$ cat config.mk
export PLATFORM = sky130hd
export DESIGN_NAME = mbarh_div
export DESIGN_NICKNAME = d
export VERILOG_FILES = /design/src/sv/assert_macros.svh /design/src/sv/mbarh_pkg.sv /design/src/sv/mbarh_div.sv
export SDC_FILE = /design/constraint.sdc
export NUM_CORES = 1
export LEC_CHECK = 0
export BUFFER_PORTS_ARGS = -buffer_cell sky130_fd_sc_hd__buf_2
export CAP_MARGIN = 20
export CORE_MARGIN = 2
export CORE_UTILIZATION = 55
export CTS_BUF_LIST = sky130_fd_sc_hd__clkbuf_8
export DETAILED_ROUTE_END_ITERATION = 8
export PLACE_DENSITY = 0.82
export SETUP_SLACK_MARGIN = 0.3
export SLEW_MARGIN = 20
export SYNTH_ARGS = -nofsm -noshare
export SYNTH_HDL_FRONTEND = slang
export SYNTH_SLANG_ARGS = --single-unit
$ cat constraint.sdc
create_clock -name clk -period 3.4 [get_ports clk]
set_input_delay 0.34 -clock clk [delete_from_list [all_inputs] [get_ports clk]]
set_output_delay 0.34 -clock clk [all_outputs]
set_load 0.02 [all_outputs]
$ cat src/sv/assert_macros.svh
// assertion macros for the histogram block
`ifndef ASSERT_MACROS_SVH
`define ASSERT_MACROS_SVH
`define ASSERT_IMPL(lbl, clk_s, rst_s, prop, msg) \
    lbl: assert property (@(posedge clk_s) disable iff (!rst_s) prop) else $error(msg);
`define ASSERT_NEVER(lbl, clk_s, rst_s, cond, msg) \
    lbl: assert property (@(posedge clk_s) disable iff (!rst_s) !(cond)) else $error(msg);
`endif

$ cat src/sv/mbarh_pkg.sv
// types and constants for the mass binned axis ratio histogram
package mbarh_pkg;
    localparam int unsigned SCALE_W = 32;
    localparam int unsigned AXIS_W = 32;
    localparam int unsigned COUNT_W = 24;
    localparam int unsigned SUM_W = 48;
    localparam int unsigned CNT_W = 32;
    localparam int unsigned FRAC_W = 16;
    localparam logic FUNC_ADD = 1'b0;
    localparam logic FUNC_READ = 1'b1;
    localparam logic [5:0] SLOT_COUNT = 6'd0;
    localparam logic [5:0] SLOT_SUM_LO = 6'd1;
    localparam logic [5:0] SLOT_CELL_LO = 6'd4;

    typedef struct packed {
        logic        func;
        logic [23:0] particle_count;
        logic [31:0] axis_a;
        logic [31:0] axis_b;
        logic [31:0] axis_c;
        logic [3:0]  read_bin;
        logic [5:0]  read_slot;
    } in_item_t;

    typedef struct packed {
        logic        accepted;
        logic [3:0]  bin_index;
        logic [47:0] read_value;
    } out_item_t;

    typedef struct packed {
        logic        start;
        logic [31:0] num;
        logic [31:0] den;
    } div_req_t;

    typedef struct packed {
        logic        done;
        logic [31:0] quo;
    } div_rsp_t;
endpackage

$ cat src/sv/mbarh_div.sv
// iterative restoring divider for saturated q16.16 ratios
module mbarh_div
    import mbarh_pkg::*;
(
    input  logic     clk,
    input  logic     rst_n,
    input  div_req_t req,
    output div_rsp_t rsp
);
    localparam int unsigned QW = 48;
    logic [QW-1:0] rem_reg, rem_next;
    logic [QW-1:0] quo_reg, quo_next;
    logic [31:0] den_reg, den_next;
    logic [5:0] cnt_reg, cnt_next;
    logic busy_reg, busy_next;
    logic done_reg, done_next;
    logic [QW:0] trial;

    always_comb
    begin
        rem_next = rem_reg;
        quo_next = quo_reg;
        den_next = den_reg;
        cnt_next = cnt_reg;
        busy_next = busy_reg;
        done_next = 1'b0;
        trial = {rem_reg, quo_reg[QW-1]} - {17'd0, den_reg};
        if (req.start)
        begin
            rem_next = '0;
            quo_next = {req.num, 16'd0};
            den_next = req.den;
            cnt_next = 6'(QW);
            busy_next = 1'b1;
        end
        else if (busy_reg)
        begin
            if (!trial[QW])
            begin
                rem_next = trial[QW-1:0];
                quo_next = {quo_reg[QW-2:0], 1'b1};
            end
            else
            begin
                rem_next = {rem_reg[QW-2:0], quo_reg[QW-1]};
                quo_next = {quo_reg[QW-2:0], 1'b0};
            end
            cnt_next = cnt_reg - 6'd1;
            if (cnt_reg == 6'd1)
            begin
                busy_next = 1'b0;
                done_next = 1'b1;
            end
        end
    end

    always_ff @(posedge clk or negedge rst_n)
    begin
        if (!rst_n)
        begin
            busy_reg <= 1'b0;
            done_reg <= 1'b0;
            cnt_reg <= '0;
        end
        else
        begin
            busy_reg <= busy_next;
            done_reg <= done_next;
            cnt_reg <= cnt_next;
        end
    end

    always_ff @(posedge clk)
    begin
        rem_reg <= rem_next;
        quo_reg <= quo_next;
        den_reg <= den_next;
    end

    assign rsp.done = done_reg;
    assign rsp.quo = (quo_reg[QW-1:32] != '0) ? 32'hFFFF_FFFF : quo_reg[31:0];
endmodule

-- After elaboration in Yosys (flattened, before gate mapping)
Cells that the tools add are included.
Widths: inputs -> output; s select.
- bits of input ports: 67
- bits in registers: 136
- output and inout port bits: 33
- $add $sub $neg: 2
- reduce and logical (&&, ||, !) cells: 2
- mux-type cells: 13
- equal/unequal tests: 1
- operators with widths (kind ; count):
    $mux 48 ; 3
    $sub 49x32->49 ; 1
    $mux 32 ; 1
    $reduce_bool 16->1 ; 1
    $mux 6 ; 2
    $mux 1 ; 7
    $eq 6x1->1 const B ; 1
    $sub 6x1->6 const B ; 1
    $reduce_bool 2->1 ; 1

-- Logic depth before layout (Yosys ltp)
- word-level depth: 4
- depth in mapped cells: 14
- mapped depth without buffers: 12

-- Worst setup path before layout
Ideal clock, no wire load.
- path type: register -> register
- start: register quo_reg[47]
- end: register rem_reg[14]
- clock period less this slack: 3.526 ns
- setup slack: -0.126 ns
- arrival: 3.435 ns
- setup time: 0.091 ns
- cell stages (with the launch flop): 15
- cell sequence: edfxtp_1 > inv_1 > ha_1 > inv_1 > fa_1 > a211o_1 > a211oi_1 > o211a_1 > nor3_1 > nor4b_4 > xnor2_1 > clkbuf_1 > clkbuf_1 > nand2_1 > a311oi_1
- cells in the longest elaborated chain, start to end: 2
- RTL lines (what ; RTL line ; source):
    from (decl) ; mbarh_div.sv:12 ; logic [QW-1:0] quo_reg, quo_next;
    from (signal assigned) ; mbarh_div.sv:76 ; quo_reg <= quo_next;
    $sub 49x32->49 ; mbarh_div.sv:27 ; trial = {rem_reg, quo_reg[QW-1]} - {17'd0, den_reg};
    $mux 48 ; mbarh_div.sv:38 ; if (!trial[QW])
    to (signal assigned) ; mbarh_div.sv:75 ; rem_reg <= rem_next;
    to (decl) ; mbarh_div.sv:11 ; logic [QW-1:0] rem_reg, rem_next;
No other way between the ends.
A chain may end at the register's enable or synchronous reset.

-- Worst setup path in the final report
- start: register quo_reg[47]
- end: register rem_reg[8]
Same word-level chain as after synthesis.

==> results.md <==
Status:
- The run finished, with violations left.
- The checks that failed: setup timing.

STA:
- The worst pin sits at a relative slew slack of 31.9%.
- Setup violations remaining at the end of the flow were counted as 8.
- The final period utilization is 101%.
- The number of pins exceeding their max-slew limit in the final report was 0.
- The total negative slack is -0.0831 ns.
- The number of hold violations in the final report is 0.
- Setup slack on the critical path of the routed design comes to -0.0389 ns.
- Across the routed clock network, the largest skew measured is 0.0129 ns.
- The minimum period implied by the final worst setup slack is 3.44 ns.
- Setup repair after global routing could not meet its margin everywhere.
- Final hold analysis gives a worst-case slack of 0.0570 ns.
- The measured slew at the worst slew-check pin is 1.02 ns.
- The highest clock frequency the design can meet is 291 MHz.

Critical path:
- The largest single stage delay on the critical path is 0.42 ns.
- STA classifies the critical path startpoint as a flip-flop.
- For this design, the slowest cell found on the critical path is sky130_fd_sc_hd__edfxtp_1.
- The cell family contributing the most delay on the critical path is compound AO/OA/AOI/OAI gates.
- Walking the worst path, the cells encountered are inv_2, ha_4, inv_2, fa_2, a211o_1, a211oi_4, o211a_1, nor3_4, nor4b_4, buf_4, buf_6, buf_6, xnor2_4, buf_12, o211ai_1, a311oi_1.
- Together, buffers and inverters on the worst path number 6.
- The capturing element type of the critical path is a flip-flop.
- The required time at the endpoint of the critical path is 3.77 ns.
- The arrival time reported for the critical path endpoint is 3.81 ns.
- The category of the critical setup timing path is flip-flop to flip-flop.
- The largest fanout on the critical path is 22.

Global route:
- The largest net degree at the start of global routing is 75.
- After global routing the overflow that remains totals 0.
- The initial antenna violation count came to 0.
- The first-pass GRT wire length is 32.1 mm.
- The number of global-route vias before repair is 6,743.
- In the global route stage, overall resource usage came out at 26.6%.

Placed design:
- The instance area at placement is 8700 µm².
- The weighted congestion reported at the end of routability-driven placement is 0.930.
- Input and output buffers added on the ports amount to 99.
- The minimum setup slack after placement is -0.171 ns.
- The detailed placement HPWL is 13.5 mm.

Min path:
- The path type of the worst min-delay path is primary input to flip-flop.

Finish:
- The combined flip-flop and latch cell area is 3410 µm².
- The net count of the finished layout is 1,075.
- The most common library cell in the layout ignoring fill and taps is sky130_fd_sc_hd__buf_2.
- The number of fill cells is 1,091.
- The final antenna diode count is 0.
- Summing all non-filler instances in the final layout gives an area of 9540 µm².
- The area growth from synthesis to layout is 20.4%.
- Of the cells placed in the final design, the portion with a size suffix greater than 1 is 26.8%.
- In the layout the commonest cells are 98 x sky130_fd_sc_hd__buf_2, 82 x sky130_fd_sc_hd__nor2_1, 75 x sky130_fd_sc_hd__nand2_1.
- The area of the multi-input gates is 4470 µm².

Pwr:
- The overall power is 8.14 mW.
- In this run the static leakage power is 4.15 nW.
- In this run the power density over the cells is 853 nW/µm².
- The peak supply drop is 0.471 mV.

Logic synthesis:
- Averaged over all synthesized cells, the footprint is 9.16 µm².
- Summing every instance area after synthesis gives 7920 µm².
- By area, the combinational part of the netlist is dominated by compound AO/OA/AOI/OAI gates.
- The Yosys step of the flow raised 0 warnings.
- The total nets after synthesis is 967.
- After synthesis, the share of flip-flops with an asynchronous set or reset is 5.88%.
- The most instantiated flip-flop cell in the synthesis netlist is sky130_fd_sc_hd__edfxtp_1.
- The simple-gate share of the synthesized area is 19.9%.
- Measured against the total synthesized area, the mux share comes to 2.91%.
- The number of flops mapped to enable cells by yosys is 64.
- The count of cell types in the netlist is 60.
- The xor and xnor fraction of the mapped netlist area is 3.76%.
- The number of instances in the synthesized netlist is 865.
- The count of state elements after synthesis is 136.
- The complex-gate fraction of the synthesized area is 20.3%.
- Of the synthesized area, sequential elements account for 42.9%.
- Of the total synthesized cell area, the portion taken by full adders, half adders and majority gates is 5.62%.

Clock network:
- The clock latency at the later pin of the worst-skew pair is 0.45 ns.
- The number of buffers added by the clock tree synthesis step is 17.
- The tree built by TritonCTS fans out to 136 sinks.
- The clock tree synthesis step divided the H-tree into 4 levels.
- The clock tree from TritonCTS is done.
- After clock tree synthesis, the clock-pin slew on the worst setup and hold paths is 0.08 ns.
- The maximum count of clock buffers along a single path is 2.
- The root buffer cell chosen for the clock tree is sky130_fd_sc_hd__clkbuf_8.

Drt:
- Dividing the detail-routed via count by the number of cells gives 6.06.
- The average wire per standard cell is 17.1 µm.
- The number of optimization iterations in the first detailed-route pass is 5.
- For this block, the initial DRC count from the detailed router was 603.
- Wires add up to 19.9 mm.
- The detailed router placed 7,067 vias in this run.
- In the routed design, unresolved DRC markers number 0.
- The post-route antenna net violation count is 0.

Floorplan:
- The placeable core area is 14,000 µm².
- The die boundary width is 124 µm.
- The die is 124 µm tall.
- The area of the die is 15,400 µm².
- The initialized floorplan defines 43 standard-cell rows.
- Once the floorplan was initialized, standard cells occupied 56.6% of the core.
- The I/O pin count is 100.

Job:
- Max-cap violations in this run came to 0.
## layout make-up
class	count	area share (%)
Tap cell	180	2.36
Multi-Input combinational cell	636	46.8
Inverter	45	1.77
Clock buffer	19	2.74
Timing Repair Buffer	137	8.96
Sequential cell	136	35.7
Clock inverter	13	1.61
## stage by stage
| step | std cells | utilization (%) |
|---|---|---|
| 2_1_floorplan | 865 | - |
| 3_3_place_gp | 1121 | 62.2 |
| 3_5_place_dp | 1121 | 62.2 |
| 4_1_cts | 1164 | 67.3 |
| 5_1_grt | 1166 | 68.2 |
| 6_report | 1166 | 68.2 |
## synth_stat cells (8+ instances only)
cell type / count / share of area [%]
sky130_fd_sc_hd__nor4_1: 9 / 0.71
sky130_fd_sc_hd__or4_1: 11 / 1.0
sky130_fd_sc_hd__a21oi_1: 38 / 2.4
sky130_fd_sc_hd__nand4_1: 10 / 0.79
sky130_fd_sc_hd__o21bai_1: 10 / 0.95
sky130_fd_sc_hd__or3_1: 11 / 0.87
sky130_fd_sc_hd__inv_1: 45 / 2.1
sky130_fd_sc_hd__a22o_1: 30 / 3.3
sky130_fd_sc_hd__edfxtp_1: 64 / 24
sky130_fd_sc_hd__ha_1: 34 / 5.4
sky130_fd_sc_hd__o21ai_0: 34 / 2.1
sky130_fd_sc_hd__xor2_1: 12 / 1.3
sky130_fd_sc_hd__dfxtp_1: 64 / 16
sky130_fd_sc_hd__clkbuf_1: 41 / 1.9
sky130_fd_sc_hd__nor3_1: 18 / 1.1
sky130_fd_sc_hd__or2_2: 36 / 2.8
sky130_fd_sc_hd__a211oi_1: 9 / 0.85
sky130_fd_sc_hd__a311oi_1: 34 / 3.8
sky130_fd_sc_hd__nand2_1: 97 / 4.6
sky130_fd_sc_hd__xnor2_1: 22 / 2.4
sky130_fd_sc_hd__nor2_1: 84 / 4.0
sky130_fd_sc_hd__a21o_1: 16 / 1.5
sky130_fd_sc_hd__dfrtp_1: 8 / 2.5
sky130_fd_sc_hd__o211ai_1: 8 / 0.76
sky130_fd_sc_hd__mux2i_1: 23 / 2.9
sky130_fd_sc_hd__nand3_1: 10 / 0.63
## what timing repair did
action	in CTS	in global routing
hold buffers	1	0
hold endpoints to repair	8	0
pin swaps	39	22
endpoints found under the setup margin	47	47
setup buffers	6	2
gates cloned	4	0
resized for setup	55	26
## final timing paths
check	from	endpoint	slack [ns]	cells past startpoint
setup / recovery	quo_reg[47]	rem_reg[8]	-0.04	16
hold / removal	req[4]	den_reg[4]	0.06	1
setup reg to reg	quo_reg[47]	rem_reg[8]	-0.04	16
hold reg to reg	rem_reg[28]	rem_reg[28]	0.47	2
max in group asynchronous	rst_n	busy_reg	2.92	2
min in group asynchronous	rst_n	cnt_reg[4]	0.28	2
## per-layer routing
metal,GRT usage [%],wire length (µm),vias to the layer above
met3,6.27,1080,39
met5,0,0,-
met4,9.20,471,0
li1,-,-,3399
met2,42.9,9650,231
met1,35.3,8690,3398
## cell families (layout without fill, tap and decap cells)
group | Yosys count | count (layout)
and+or+nand+nor | 319 | 319
muxes | 23 | 24
buffers and inverters | 94 | 214
adders and majority gates | 35 | 35
xor gates and xnor gates | 34 | 34
AOI/OAI and AO/OA | 224 | 224
DFF | 136 | 136
## where the power goes
group / internal, mW / switching (mW)
clock: 0.761 / 0.633
sequential: 2.06 / 0.358
combinational: 1.99 / 2.33
## worst register-to-register path, delay by kind of cell, from the launching register on
| kind | cells | cell delay (ns) |
|---|---|---|
| flip-flops | 1 | 0.42 |
| XOR/XNOR | 1 | 0.15 |
| AO/OA/AOI/OAI | 5 | 1.24 |
| adder cells (fa/ha/maj) | 2 | 0.48 |
| AND/OR/NAND/NOR | 2 | 0.33 |
| buffers and inverters | 6 | 0.74 |
(Power assumes the default switching activity.)
